[config.mk]
export PLATFORM = sky130hd
export DESIGN_NAME = rpn_stack_calculator
export DESIGN_NICKNAME = d
export VERILOG_FILES = /design/src/design/rpn_pkg.sv /design/src/design/rpn_mul.sv /design/src/design/rpn_div.sv /design/src/design/rpn_stack_calculator.sv
export SDC_FILE = /design/constraint.sdc
export NUM_CORES = 2
export LEC_CHECK = 0
export BUFFER_PORTS_ARGS = -buffer_cell sky130_fd_sc_hd__buf_2
export CAP_MARGIN = 20
export CORE_MARGIN = 10
export CORE_UTILIZATION = 55
export CTS_CLUSTER_SIZE = 16
export DETAILED_ROUTE_END_ITERATION = 12
export PLACE_DENSITY = 0.71
export SETUP_SLACK_MARGIN = 0.05
export SLEW_MARGIN = 20
export SYNTH_ARGS = -nofsm -noshare
export SYNTH_HDL_FRONTEND = slang
export SYNTH_SLANG_ARGS = --single-unit
export TNS_END_PERCENT = 100
[constraint.sdc]
create_clock -name i_clk -period 9.4 [get_ports i_clk]
set_clock_uncertainty 0.1 [all_clocks]
set_input_delay 0.94 -clock i_clk [delete_from_list [all_inputs] [get_ports i_clk]]
set_output_delay 0.94 -clock i_clk [all_outputs]
set_load 0.01 [all_outputs]
[src/design/rpn_pkg.sv]
package rpn_pkg;

    // Action codes carried in one input beat
    localparam logic [3:0] ACT_PUSH = 4'd0;
    localparam logic [3:0] ACT_ADD  = 4'd1;
    localparam logic [3:0] ACT_MUL  = 4'd2;
    localparam logic [3:0] ACT_SUB  = 4'd3;
    localparam logic [3:0] ACT_DIV  = 4'd4;
    localparam logic [3:0] ACT_MOD  = 4'd5;
    localparam logic [3:0] ACT_POW  = 4'd6;
    localparam logic [3:0] ACT_XOR  = 4'd7;
    localparam logic [3:0] ACT_OR   = 4'd8;
    localparam logic [3:0] ACT_AND  = 4'd9;
    localparam logic [3:0] ACT_NOT  = 4'd10;
    localparam logic [3:0] ACT_DEC  = 4'd11;
    localparam logic [3:0] ACT_INC  = 4'd12;

    // Status reported with each result beat
    typedef enum logic [1:0] {
        ST_OK      = 2'd0,
        ST_UNDER   = 2'd1,
        ST_OVER    = 2'd2,
        ST_DIVZERO = 2'd3
    } t_status;

    // Sequencer states
    typedef enum logic [2:0] {
        S_IDLE,
        S_EXEC,
        S_MUL,
        S_DIV,
        S_POW_ISSUE,
        S_POW_WAIT,
        S_WB
    } t_state;

    // Multiplier bits consumed per cycle
    localparam int MUL_CHUNK = 16;

    // Start/done pair of an iterative arithmetic unit
    typedef struct packed {
        logic start;
    } t_unit_req;

    typedef struct packed {
        logic done;
    } t_unit_rsp;

endpackage

[src/design/rpn_mul.sv]
module rpn_mul
    import rpn_pkg::*;
#(
    parameter int W = 32
) (
    input  logic          i_clk,
    input  logic          i_rst_n,
    input  t_unit_req     i_req,
    input  logic [W-1:0]  i_a,
    input  logic [W-1:0]  i_b,
    output t_unit_rsp     o_rsp,
    output logic [W-1:0]  o_p
);

    localparam int CH    = (W < MUL_CHUNK) ? W : MUL_CHUNK;
    localparam int NSTEP = (W + CH - 1) / CH;
    localparam int CW    = (NSTEP > 1) ? $clog2(NSTEP) : 1;

    logic          r_busy;
    logic          r_done;
    logic [CW-1:0] r_cnt;
    logic [W-1:0]  r_a;
    logic [W-1:0]  r_b;
    logic [W-1:0]  r_p;
    logic [W-1:0]  b_lo;
    logic [W-1:0]  part;

    // one W x CH partial product per cycle, low W bits kept
    assign b_lo = W'(r_b[CH-1:0]);
    assign part = r_a * b_lo;

    // control
    always_ff @(posedge i_clk) begin
        if (!i_rst_n) begin
            r_busy <= 1'b0;
            r_done <= 1'b0;
            r_cnt  <= '0;
        end else begin
            r_done <= 1'b0;
            if (i_req.start) begin
                r_busy <= 1'b1;
                r_cnt  <= '0;
            end else if (r_busy) begin
                r_cnt <= r_cnt + CW'(1);
                if (r_cnt == CW'(NSTEP - 1)) begin
                    r_busy <= 1'b0;
                    r_done <= 1'b1;
                end
            end
        end
    end

    // datapath: multiplicand moves up, multiplier moves down by one chunk
    always_ff @(posedge i_clk) begin
        if (i_req.start) begin
            r_a <= i_a;
            r_b <= i_b;
            r_p <= '0;
        end else if (r_busy) begin
            r_a <= r_a << CH;
            r_b <= r_b >> CH;
            r_p <= r_p + part;
        end
    end

    assign o_rsp.done = r_done;
    assign o_p        = r_p;

endmodule

[src/design/rpn_div.sv]
module rpn_div
    import rpn_pkg::*;
#(
    parameter int W = 32
) (
    input  logic          i_clk,
    input  logic          i_rst_n,
    input  t_unit_req     i_req,
    input  logic [W-1:0]  i_dividend,
    input  logic [W-1:0]  i_divisor,
    output t_unit_rsp     o_rsp,
    output logic [W-1:0]  o_quo,
    output logic [W-1:0]  o_rem
);

    localparam int CW = $clog2(W);

    logic          r_busy;
    logic          r_done;
    logic [CW-1:0] r_cnt;
    logic [W-1:0]  r_rem;
    logic [W-1:0]  r_quo;
    logic [W-1:0]  r_dvs;
    logic          r_qneg;
    logic          r_rneg;
    logic [W:0]    rem_sh;
    logic [W:0]    diff;

    // restoring step: one quotient bit per cycle
    assign rem_sh = {r_rem, r_quo[W-1]};
    assign diff   = rem_sh - {1'b0, r_dvs};

    // control
    always_ff @(posedge i_clk) begin
        if (!i_rst_n) begin
            r_busy <= 1'b0;
            r_done <= 1'b0;
            r_cnt  <= '0;
        end else begin
            r_done <= 1'b0;
            if (i_req.start) begin
                r_busy <= 1'b1;
                r_cnt  <= '0;
            end else if (r_busy) begin
                r_cnt <= r_cnt + CW'(1);
                if (r_cnt == CW'(W - 1)) begin
                    r_busy <= 1'b0;
                    r_done <= 1'b1;
                end
            end
        end
    end

    // datapath on magnitudes, signs applied at the output
    always_ff @(posedge i_clk) begin
        if (i_req.start) begin
            r_quo  <= i_dividend[W-1] ? (W'(0) - i_dividend) : i_dividend;
            r_dvs  <= i_divisor[W-1] ? (W'(0) - i_divisor) : i_divisor;
            r_rem  <= '0;
            r_qneg <= i_dividend[W-1] ^ i_divisor[W-1];
            r_rneg <= i_dividend[W-1];
        end else if (r_busy) begin
            if (!diff[W]) begin
                r_rem <= diff[W-1:0];
                r_quo <= {r_quo[W-2:0], 1'b1};
            end else begin
                r_rem <= rem_sh[W-1:0];
                r_quo <= {r_quo[W-2:0], 1'b0};
            end
        end
    end

    // truncating quotient, remainder takes the dividend's sign
    assign o_quo      = r_qneg ? (W'(0) - r_quo) : r_quo;
    assign o_rem      = r_rneg ? (W'(0) - r_rem) : r_rem;
    assign o_rsp.done = r_done;

endmodule

[src/design/rpn_stack_calculator.sv]
// Reverse-Polish integer calculator. Each input beat pushes a value or applies
// one operation to the operand stack, which lives in a synchronous memory of
// STACK_DEPTH entries; every input beat yields exactly one result beat with the
// new top of stack (zero when empty), the entry count and a status. Faults
// (underflow, overflow, divide by zero) leave the stack untouched. Items are
// handled one at a time and the input stalls while one is in work, but a new
// item is taken while the previous result still waits in the output register.
// Each item passes through execute and writeback, and the sequencer returns to
// idle before the next accept; mul also runs the iterative multiplier over
// NSTEP = ceil(DATA_WIDTH/16) chunks, div and mod the bit-serial divider, and
// pow one square-and-multiply round for each exponent bit up to its highest
// set bit, and every round runs the two multipliers once. Writeback waits
// while the output register still holds a result that the consumer stalls.
module rpn_stack_calculator
    import rpn_pkg::*;
#(
    parameter int STACK_DEPTH = 16,
    parameter int DATA_WIDTH  = 32
) (
    input  logic               i_clk,
    input  logic               i_rst_n,
    input  logic               i_in_valid,
    output logic               o_in_stall,
    input  logic [3:0]         i_action,
    input  logic signed [31:0] i_operand_value,
    output logic               o_out_valid,
    input  logic               i_out_stall,
    output logic signed [31:0] o_top_value,
    output logic [4:0]         o_stack_count,
    output logic [1:0]         o_status
);

    localparam int W  = DATA_WIDTH;
    localparam int AW = $clog2(STACK_DEPTH);
    localparam int SW = $clog2(STACK_DEPTH + 1);

    t_state        r_state, n_state;
    logic [SW-1:0] r_sp;
    logic [3:0]    r_act;
    logic [31:0]   r_val;

    // pending writeback
    logic [W-1:0]  r_res,   n_res;
    logic          r_wen,   n_wen;
    logic [AW-1:0] r_waddr, n_waddr;
    logic [SW-1:0] r_nsp,   n_nsp;
    t_status       r_st,    n_st;

    // power loop
    logic [W-1:0]  r_acc, n_acc;
    logic [W-1:0]  r_sq,  n_sq;
    logic [W-1:0]  r_exp, n_exp;

    // output register
    logic          r_o_valid;
    logic [31:0]   r_o_top;
    logic [4:0]    r_o_count;
    logic [1:0]    r_o_status;

    // stack memory and its registered read ports
    logic [W-1:0]  mem [STACK_DEPTH];
    logic [W-1:0]  r_rd_top;
    logic [W-1:0]  r_rd_nxt;
    logic [SW-1:0] sp_m1;
    logic [SW-1:0] sp_m2;

    logic          in_acc;
    logic          out_acc;
    logic          commit;
    logic [W-1:0]  x;
    logic [W-1:0]  y;
    logic [W-1:0]  top_next;

    t_unit_req     mul0_req, mul1_req, div_req;
    t_unit_rsp     mul0_rsp, mul1_rsp, div_rsp;
    logic [W-1:0]  mul0_a, mul0_b, mul0_p, mul1_p;
    logic [W-1:0]  div_quo, div_rem;

    assign in_acc  = i_in_valid && !o_in_stall;
    assign out_acc = r_o_valid && !i_out_stall;
    assign commit  = (r_state == S_WB) && (!r_o_valid || !i_out_stall);
    assign sp_m1   = r_sp - SW'(1);
    assign sp_m2   = r_sp - SW'(2);
    assign x       = r_rd_top;
    assign y       = r_rd_nxt;

    // reads track the pointer every cycle; the write lands at commit
    always_ff @(posedge i_clk) begin
        if (commit && r_wen) begin
            mem[r_waddr] <= r_res;
        end
        r_rd_top <= mem[sp_m1[AW-1:0]];
        r_rd_nxt <= mem[sp_m2[AW-1:0]];
    end

    // arithmetic units: u_mul0 shared by mul and pow, u_mul1 for pow only, u_div for div and mod
    assign mul0_a = (r_state == S_EXEC) ? y : r_acc;
    assign mul0_b = (r_state == S_EXEC) ? x : r_sq;

    rpn_mul #(.W(W)) u_mul0 (
        .i_clk   (i_clk),
        .i_rst_n (i_rst_n),
        .i_req   (mul0_req),
        .i_a     (mul0_a),
        .i_b     (mul0_b),
        .o_rsp   (mul0_rsp),
        .o_p     (mul0_p)
    );

    rpn_mul #(.W(W)) u_mul1 (
        .i_clk   (i_clk),
        .i_rst_n (i_rst_n),
        .i_req   (mul1_req),
        .i_a     (r_sq),
        .i_b     (r_sq),
        .o_rsp   (mul1_rsp),
        .o_p     (mul1_p)
    );

    rpn_div #(.W(W)) u_div (
        .i_clk      (i_clk),
        .i_rst_n    (i_rst_n),
        .i_req      (div_req),
        .i_dividend (y),
        .i_divisor  (x),
        .o_rsp      (div_rsp),
        .o_quo      (div_quo),
        .o_rem      (div_rem)
    );

    // sequencer: decode, run the long ops, hold the writeback
    always_comb begin
        n_state        = r_state;
        n_res          = r_res;
        n_wen          = r_wen;
        n_waddr        = r_waddr;
        n_nsp          = r_nsp;
        n_st           = r_st;
        n_acc          = r_acc;
        n_sq           = r_sq;
        n_exp          = r_exp;
        mul0_req.start = 1'b0;
        mul1_req.start = 1'b0;
        div_req.start  = 1'b0;
        case (r_state)
            S_IDLE: begin
                if (in_acc) begin
                    n_state = S_EXEC;
                end
            end
            S_EXEC: begin
                n_state = S_WB;
                n_wen   = 1'b0;
                n_nsp   = r_sp;
                n_st    = ST_OK;
                n_res   = '0;
                n_waddr = sp_m1[AW-1:0];
                case (r_act)
                    ACT_PUSH: begin
                        if (r_sp >= SW'(STACK_DEPTH)) begin
                            n_st = ST_OVER;
                        end else begin
                            n_wen   = 1'b1;
                            n_waddr = r_sp[AW-1:0];
                            n_nsp   = r_sp + SW'(1);
                            n_res   = W'($signed(r_val));
                        end
                    end
                    ACT_ADD, ACT_MUL, ACT_SUB, ACT_DIV, ACT_MOD,
                    ACT_POW, ACT_XOR, ACT_OR, ACT_AND: begin
                        if (r_sp < SW'(2)) begin
                            n_st = ST_UNDER;
                        end else if ((r_act == ACT_DIV || r_act == ACT_MOD) && x == '0) begin
                            n_st = ST_DIVZERO;
                        end else begin
                            n_wen   = 1'b1;
                            n_waddr = sp_m2[AW-1:0];
                            n_nsp   = sp_m1;
                            case (r_act)
                                ACT_ADD: n_res = y + x;
                                ACT_SUB: n_res = y - x;
                                ACT_XOR: n_res = y ^ x;
                                ACT_OR:  n_res = y | x;
                                ACT_AND: n_res = y & x;
                                ACT_MUL: begin
                                    mul0_req.start = 1'b1;
                                    n_state        = S_MUL;
                                end
                                ACT_DIV, ACT_MOD: begin
                                    div_req.start = 1'b1;
                                    n_state       = S_DIV;
                                end
                                default: begin
                                    // power: zero exponent gives one, negative gives base
                                    if (x == '0) begin
                                        n_res = W'(1);
                                    end else if (x[W-1]) begin
                                        n_res = y;
                                    end else begin
                                        n_acc   = W'(1);
                                        n_sq    = y;
                                        n_exp   = x;
                                        n_state = S_POW_ISSUE;
                                    end
                                end
                            endcase
                        end
                    end
                    ACT_NOT, ACT_DEC, ACT_INC: begin
                        if (r_sp == '0) begin
                            n_st = ST_UNDER;
                        end else begin
                            n_wen = 1'b1;
                            case (r_act)
                                ACT_NOT: n_res = ~x;
                                ACT_DEC: n_res = x - W'(1);
                                default: n_res = x + W'(1);
                            endcase
                        end
                    end
                    default: begin
                        // unused codes: nothing changes
                        n_st = ST_OK;
                    end
                endcase
            end
            S_MUL: begin
                if (mul0_rsp.done) begin
                    n_res   = mul0_p;
                    n_state = S_WB;
                end
            end
            S_DIV: begin
                if (div_rsp.done) begin
                    n_res   = (r_act == ACT_DIV) ? div_quo : div_rem;
                    n_state = S_WB;
                end
            end
            S_POW_ISSUE: begin
                if (r_exp == '0) begin
                    n_res   = r_acc;
                    n_state = S_WB;
                end else begin
                    mul0_req.start = 1'b1;
                    mul1_req.start = 1'b1;
                    n_state        = S_POW_WAIT;
                end
            end
            S_POW_WAIT: begin
                // both multipliers start together and finish together
                if (mul0_rsp.done && mul1_rsp.done) begin
                    if (r_exp[0]) begin
                        n_acc = mul0_p;
                    end
                    n_sq    = mul1_p;
                    n_exp   = r_exp >> 1;
                    n_state = S_POW_ISSUE;
                end
            end
            S_WB: begin
                if (commit) begin
                    n_state = S_IDLE;
                end
            end
            default: begin
                n_state = S_IDLE;
            end
        endcase
    end

    // control registers
    always_ff @(posedge i_clk) begin
        if (!i_rst_n) begin
            r_state   <= S_IDLE;
            r_sp      <= '0;
            r_o_valid <= 1'b0;
        end else begin
            r_state <= n_state;
            if (commit) begin
                r_sp      <= r_nsp;
                r_o_valid <= 1'b1;
            end else if (out_acc) begin
                r_o_valid <= 1'b0;
            end
        end
    end

    // payload registers
    always_ff @(posedge i_clk) begin
        if (in_acc) begin
            r_act <= i_action;
            r_val <= i_operand_value;
        end
        r_res   <= n_res;
        r_wen   <= n_wen;
        r_waddr <= n_waddr;
        r_nsp   <= n_nsp;
        r_st    <= n_st;
        r_acc   <= n_acc;
        r_sq    <= n_sq;
        r_exp   <= n_exp;
        if (commit) begin
            r_o_top    <= 32'(top_next);
            r_o_count  <= 5'(r_nsp);
            r_o_status <= r_st;
        end
    end

    // top after the step: written value, else the unchanged top (zero when empty)
    assign top_next = r_wen ? r_res : ((r_sp == '0) ? '0 : r_rd_top);

    assign o_in_stall    = (r_state != S_IDLE);
    assign o_out_valid   = r_o_valid;
    assign o_top_value   = r_o_top;
    assign o_stack_count = r_o_count;
    assign o_status      = r_o_status;

    // checks
    assert property (@(posedge i_clk) disable iff (!i_rst_n)
        in_acc |=> r_state == S_EXEC)
        else $error("accepted beat did not enter execute");

    assert property (@(posedge i_clk) disable iff (!i_rst_n)
        r_sp <= SW'(STACK_DEPTH))
        else $error("stack pointer beyond depth");

    assert property (@(posedge i_clk) disable iff (!i_rst_n)
        (r_state == S_WB && r_wen) |-> r_nsp != '0)
        else $error("write with empty resulting stack");

    assert property (@(posedge i_clk) disable iff (!i_rst_n)
        div_rsp.done |-> r_state == S_DIV)
        else $error("divider finished outside divide state");

    assert property (@(posedge i_clk) disable iff (!i_rst_n)
        commit |=> o_out_valid && o_stack_count == $past(5'(r_nsp)))
        else $error("result beat not loaded at commit");

endmodule
==> Flow_metrics.wiki <==
{| class="wikitable"
! Metric !! Value
|-
| Result of the run || finished, final reports clean
|-
| RSZ-0062 raised after global routing || false
|-
| IO buf count || 80
|-
| Boundary Pins || 81
|-
| Aggregate negative setup slack || 0 ns
|-
| Remaining design rule violation count || 0
|-
| Worst skew pair latency || ~0.8 ns
|-
| Worst setup slack for register-to-register paths || 1.90 ns
|-
| Initial antenna violation count || 12
|-
| # rows || 141
|-
| CTS tree || done
|-
| Placement Cell Area || 0.08427 mm^2
|-
| Post-Route WL || 256400 um
|-
| Arrival time worst endpoint || ~8 ns
|-
| Initial core utilization || between 50% and 60%
|-
| Final period demand of the worst path || roughly 7.5 ns
|-
| Final worst setup slack || around 1.9 ns
|-
| Worst setup path endpoint || u_mul0.o_p[30]
|-
| Total of endpoints with negative setup slack in the final report || 0
|-
| Number of distinct library cells after synthesis || 90
|-
| Normalized max-slew margin || 19.35%
|-
| Die Wd || around 410 um
|-
| Setup repair bufs after CTS || 0
|-
| Post-synthesis net count || about 8400
|-
| Maxcap violations || 0
|-
| Die height || 405.5 um
|-
| Critical path capture point type || flop
|-
| Area of all placed cells without fillers || ~0.09 mm^2
|-
| Fraction of layout instances using a drive strength above 1 || between 10 and 15%
|-
| Remaining global-route overflow || 0
|-
| Post-synthesis to final-layout area growth || 7.768%
|-
| Global-route wire length before repair || between 300000 and 400000 um
|-
| Clock Tree Root || sky130_fd_sc_hd__clkbuf_16
|-
| Dominant cells by area after synthesis || sky130_fd_sc_hd__edfxtp_1, sky130_fd_sc_hd__fa_1, sky130_fd_sc_hd__mux4_2
|-
| Critical path class || reg -> reg
|-
| Core area || 0.1477 mm^2
|-
| Die footprint || ~0.16 mm^2
|-
| Synthesized area per cell || 11.04 um^2
|-
| Via count of the first global-routing pass || a little under 60000
|-
| Cts hold-fix bufs || 0
|-
| Fraction of synthesis flops using an asynchronous set or reset pin || 0%
|-
| Ratio of final minimum period to clock period || 79.77%
|-
| Overall routing resource usage || between 30 and 40%
|-
| Worst Hold Margin || between 0.2 and 0.25 ns
|-
| Largest driver fanout on the critical path || 28
|-
| Number of synthesized flops with an enable pin || 920
|-
| Crit Reg-Reg Startpoint || u_mul0.r_b[4]
|-
| HPWL after detailed placement || about 190000 um
|-
| Quantity of gates resized following cts || 0
|-
| Slew at the pin with the worst max-slew slack || 1.210 ns
|-
| Critical R2R Capture || u_mul0.o_p[30]
|-
| Total clock buffers created by CTS || approximately 110
|-
| Count of clock tree sinks || about 1100
|-
| Pin count of the biggest net entering global routing || about 130
|-
| Part of the Yosys area used for sequential elements || 38.26%
|-
| Layout net count || approximately 8300
|-
| Final estimated routing congestion in global placement || 0.9745
|-
| Wire per inst || 27.43 um
|-
| Startpoint type of the worst setup path || flop
|-
| Final Slew Violations || 0
|-
| Via count || just under 60000
|-
| H-tree depth || 3
|-
| Commonest cells in the synthesized netlist || sky130_fd_sc_hd__inv_1, sky130_fd_sc_hd__nand2_1, sky130_fd_sc_hd__edfxtp_1
|-
| Syn Inst Count || roughly 7400
|-
| CTS clock-pin slew for the worst setup and hold paths || about 0.070 ns
|-
| Number of synthesized register bits || around 1100
|-
| Remaining antenna violation count after routing || 0
|-
| Vias per cell || roughly 6.3
|-
| Setup slack after placement || roughly 2.1 ns
|-
| Worst setup path startpoint || u_mul0.r_b[4]
|-
| Depth of the most critical reg-to-reg path || 20
|-
| Maximum root-to-sink buffer count || 3
|-
| Cell with the most instances after synthesis || sky130_fd_sc_hd__inv_1
|-
| Required time reported for the critical path endpoint || 9.94 ns
|-
| Top cell type by total area after synthesis || sky130_fd_sc_hd__edfxtp_1
|-
| Warnings from Yosys || 0
|-
| Hold WC Path Type || in -> reg
|-
| Filler Cell Count || ~12000
|-
| Final hold violation count || 0
|-
| Proportion of netlist area held by the largest area contributor || between 30% and 40%
|-
| Top flip-flop cell by instance count after synthesis || sky130_fd_sc_hd__edfxtp_1
|-
| Starting DRC count in detailed routing || between 6000 and 7000
|-
| Pre-Repair DR Iteration Count || 7
|-
| Cell area after technology mapping || 0.08174 mm^2
|-
| Maximum frequency from static timing analysis || 133.4 MHz
|}
## how the worst min path moves through the flow
stage | start | to | slack [ns] | cells past startpoint
floorplan | r_st[0] | o_status[0] | 0.30 | 0
global placement | r_st[1] | o_status[1] | 0.30 | 0
detailed placement | r_st[1] | o_status[1] | 0.32 | 0
CTS | i_operand_value[25] | r_val[25] | 0.19 | 1
global route | i_operand_value[25] | r_val[25] | 0.21 | 1
finish | i_operand_value[25] | r_val[25] | 0.22 | 1
## per-layer routing
metal | GRT usage (%) | routed length, um | up-vias
li1 | - | - | 25221
met1 | 41.12 | 96990 | 29885
met2 | 50.15 | 121000 | 3272
met3 | 5.705 | 25470 | 620
met4 | 13.69 | 12760 | 14
met5 | 0 | 97 | -
## cells in the final DEF (no fill, tap or decap), types with 31 or more instances in the layout
master | synthesis | layout
sky130_fd_sc_hd__a211oi_1 | 41 | 41
sky130_fd_sc_hd__a21o_1 | 63 | 63
sky130_fd_sc_hd__a21oi_1 | 218 | 218
sky130_fd_sc_hd__a221oi_1 | 36 | 36
sky130_fd_sc_hd__a22oi_1 | 36 | 36
sky130_fd_sc_hd__a31oi_1 | 64 | 64
sky130_fd_sc_hd__and2_1 | 372 | 371
sky130_fd_sc_hd__buf_2 | 5 | 80
sky130_fd_sc_hd__buf_4 | 1 | 117
sky130_fd_sc_hd__clkbuf_16 | 0 | 114
sky130_fd_sc_hd__dfxtp_1 | 182 | 177
sky130_fd_sc_hd__edfxtp_1 | 920 | 920
sky130_fd_sc_hd__fa_1 | 671 | 671
sky130_fd_sc_hd__ha_1 | 305 | 303
sky130_fd_sc_hd__inv_1 | 1017 | 1015
sky130_fd_sc_hd__mux2_2 | 39 | 39
sky130_fd_sc_hd__mux2i_1 | 68 | 68
sky130_fd_sc_hd__mux4_2 | 320 | 320
sky130_fd_sc_hd__nand2_1 | 996 | 995
sky130_fd_sc_hd__nand2b_1 | 41 | 40
sky130_fd_sc_hd__nand3_1 | 52 | 52
sky130_fd_sc_hd__nor2_1 | 314 | 296
sky130_fd_sc_hd__nor2b_1 | 34 | 32
sky130_fd_sc_hd__nor3_1 | 43 | 38
sky130_fd_sc_hd__o211ai_1 | 36 | 36
sky130_fd_sc_hd__o21a_1 | 31 | 31
sky130_fd_sc_hd__o21ai_0 | 339 | 339
sky130_fd_sc_hd__o31ai_1 | 53 | 53
sky130_fd_sc_hd__xnor2_1 | 236 | 236
sky130_fd_sc_hd__xor2_1 | 79 | 76
## area by class of cell
type	instances	area [um^2]	area share (%)
flip-flops and latches	1102	31280	35.51
well taps	1930	2415	2.741
clock buffers	142	3038	3.449
repair buffers	201	1361	1.545
multi-input cells	4878	45420	51.56
clock inverters	70	738.2	0.8380
diodes	4	10.01	0.01136
inverters	1019	3825	4.342
## sequential cells by signal, summed over array words and instances, names as in the netlist, 5 cells and up
signal         count
u_div.r_cnt        5
o_stack_count      5
u_div.r_dvs       32
r_exp             31
r_acc             32
o_top_value       32
r_sq              32
u_mul0.r_b        32
u_div.r_quo       32
u_mul1.r_a        32
r_nsp              5
u_mul0.r_a        32
u_div.r_rem       32
r_rd_nxt          32
r_res             32
r_sp               5
r_val             32
u_mul1.r_b        32
u_mul1.o_p        32
u_mul0.o_p        32
r_rd_top          32
mem              512
## logic make-up (layout without fill, tap and decap cells)
logic type      count (synthesis)  after routing  share of synthesized area, %
buf+inv                      1421           1432                         6.557
mux                           427            427                         10.19
other cells                     0              4                             0
fa+ha+maj                     976            976                         21.10
compound gates               1118           1118                         8.844
xor+xnor                      315            315                         3.375
flops                        1102           1102                         38.26
simple gates                 2042           2042                         11.68
## critical path: stages (launching register included)
cell	delay, ns
sky130_fd_sc_hd__edfxtp_1	1.15
sky130_fd_sc_hd__and2_1	0.27
sky130_fd_sc_hd__fa_1	0.40
sky130_fd_sc_hd__inv_1	0.09
sky130_fd_sc_hd__fa_1	0.43
sky130_fd_sc_hd__fa_1	0.50
sky130_fd_sc_hd__fa_1	0.54
sky130_fd_sc_hd__inv_1	0.05
sky130_fd_sc_hd__fa_1	0.50
sky130_fd_sc_hd__inv_1	0.05
sky130_fd_sc_hd__fa_1	0.47
sky130_fd_sc_hd__inv_1	0.04
sky130_fd_sc_hd__ha_1	0.38
sky130_fd_sc_hd__o2111ai_1	0.17
sky130_fd_sc_hd__or2_2	0.32
sky130_fd_sc_hd__o31ai_1	0.56
sky130_fd_sc_hd__a211oi_1	0.34
sky130_fd_sc_hd__a21oi_1	0.31
sky130_fd_sc_hd__a31oi_1	0.13
sky130_fd_sc_hd__or4_1	0.41
sky130_fd_sc_hd__o311ai_0	0.11
## metrics by stage
| step | instances | utilization (%) |
|---|---|---|
| 6_report | 9346 | 59.66 |
| 5_1_grt | 9342 | 59.65 |
| 4_1_cts | 9341 | 59.62 |
| 3_5_place_dp | 9129 | 57.07 |
| 3_3_place_gp | 9128 | 57.06 |
| 2_1_floorplan | 7401 | - |
Power is left out: the tool's default activity adds up to more than one toggle a clock period on the data nets, which glitch-free logic cannot reach.
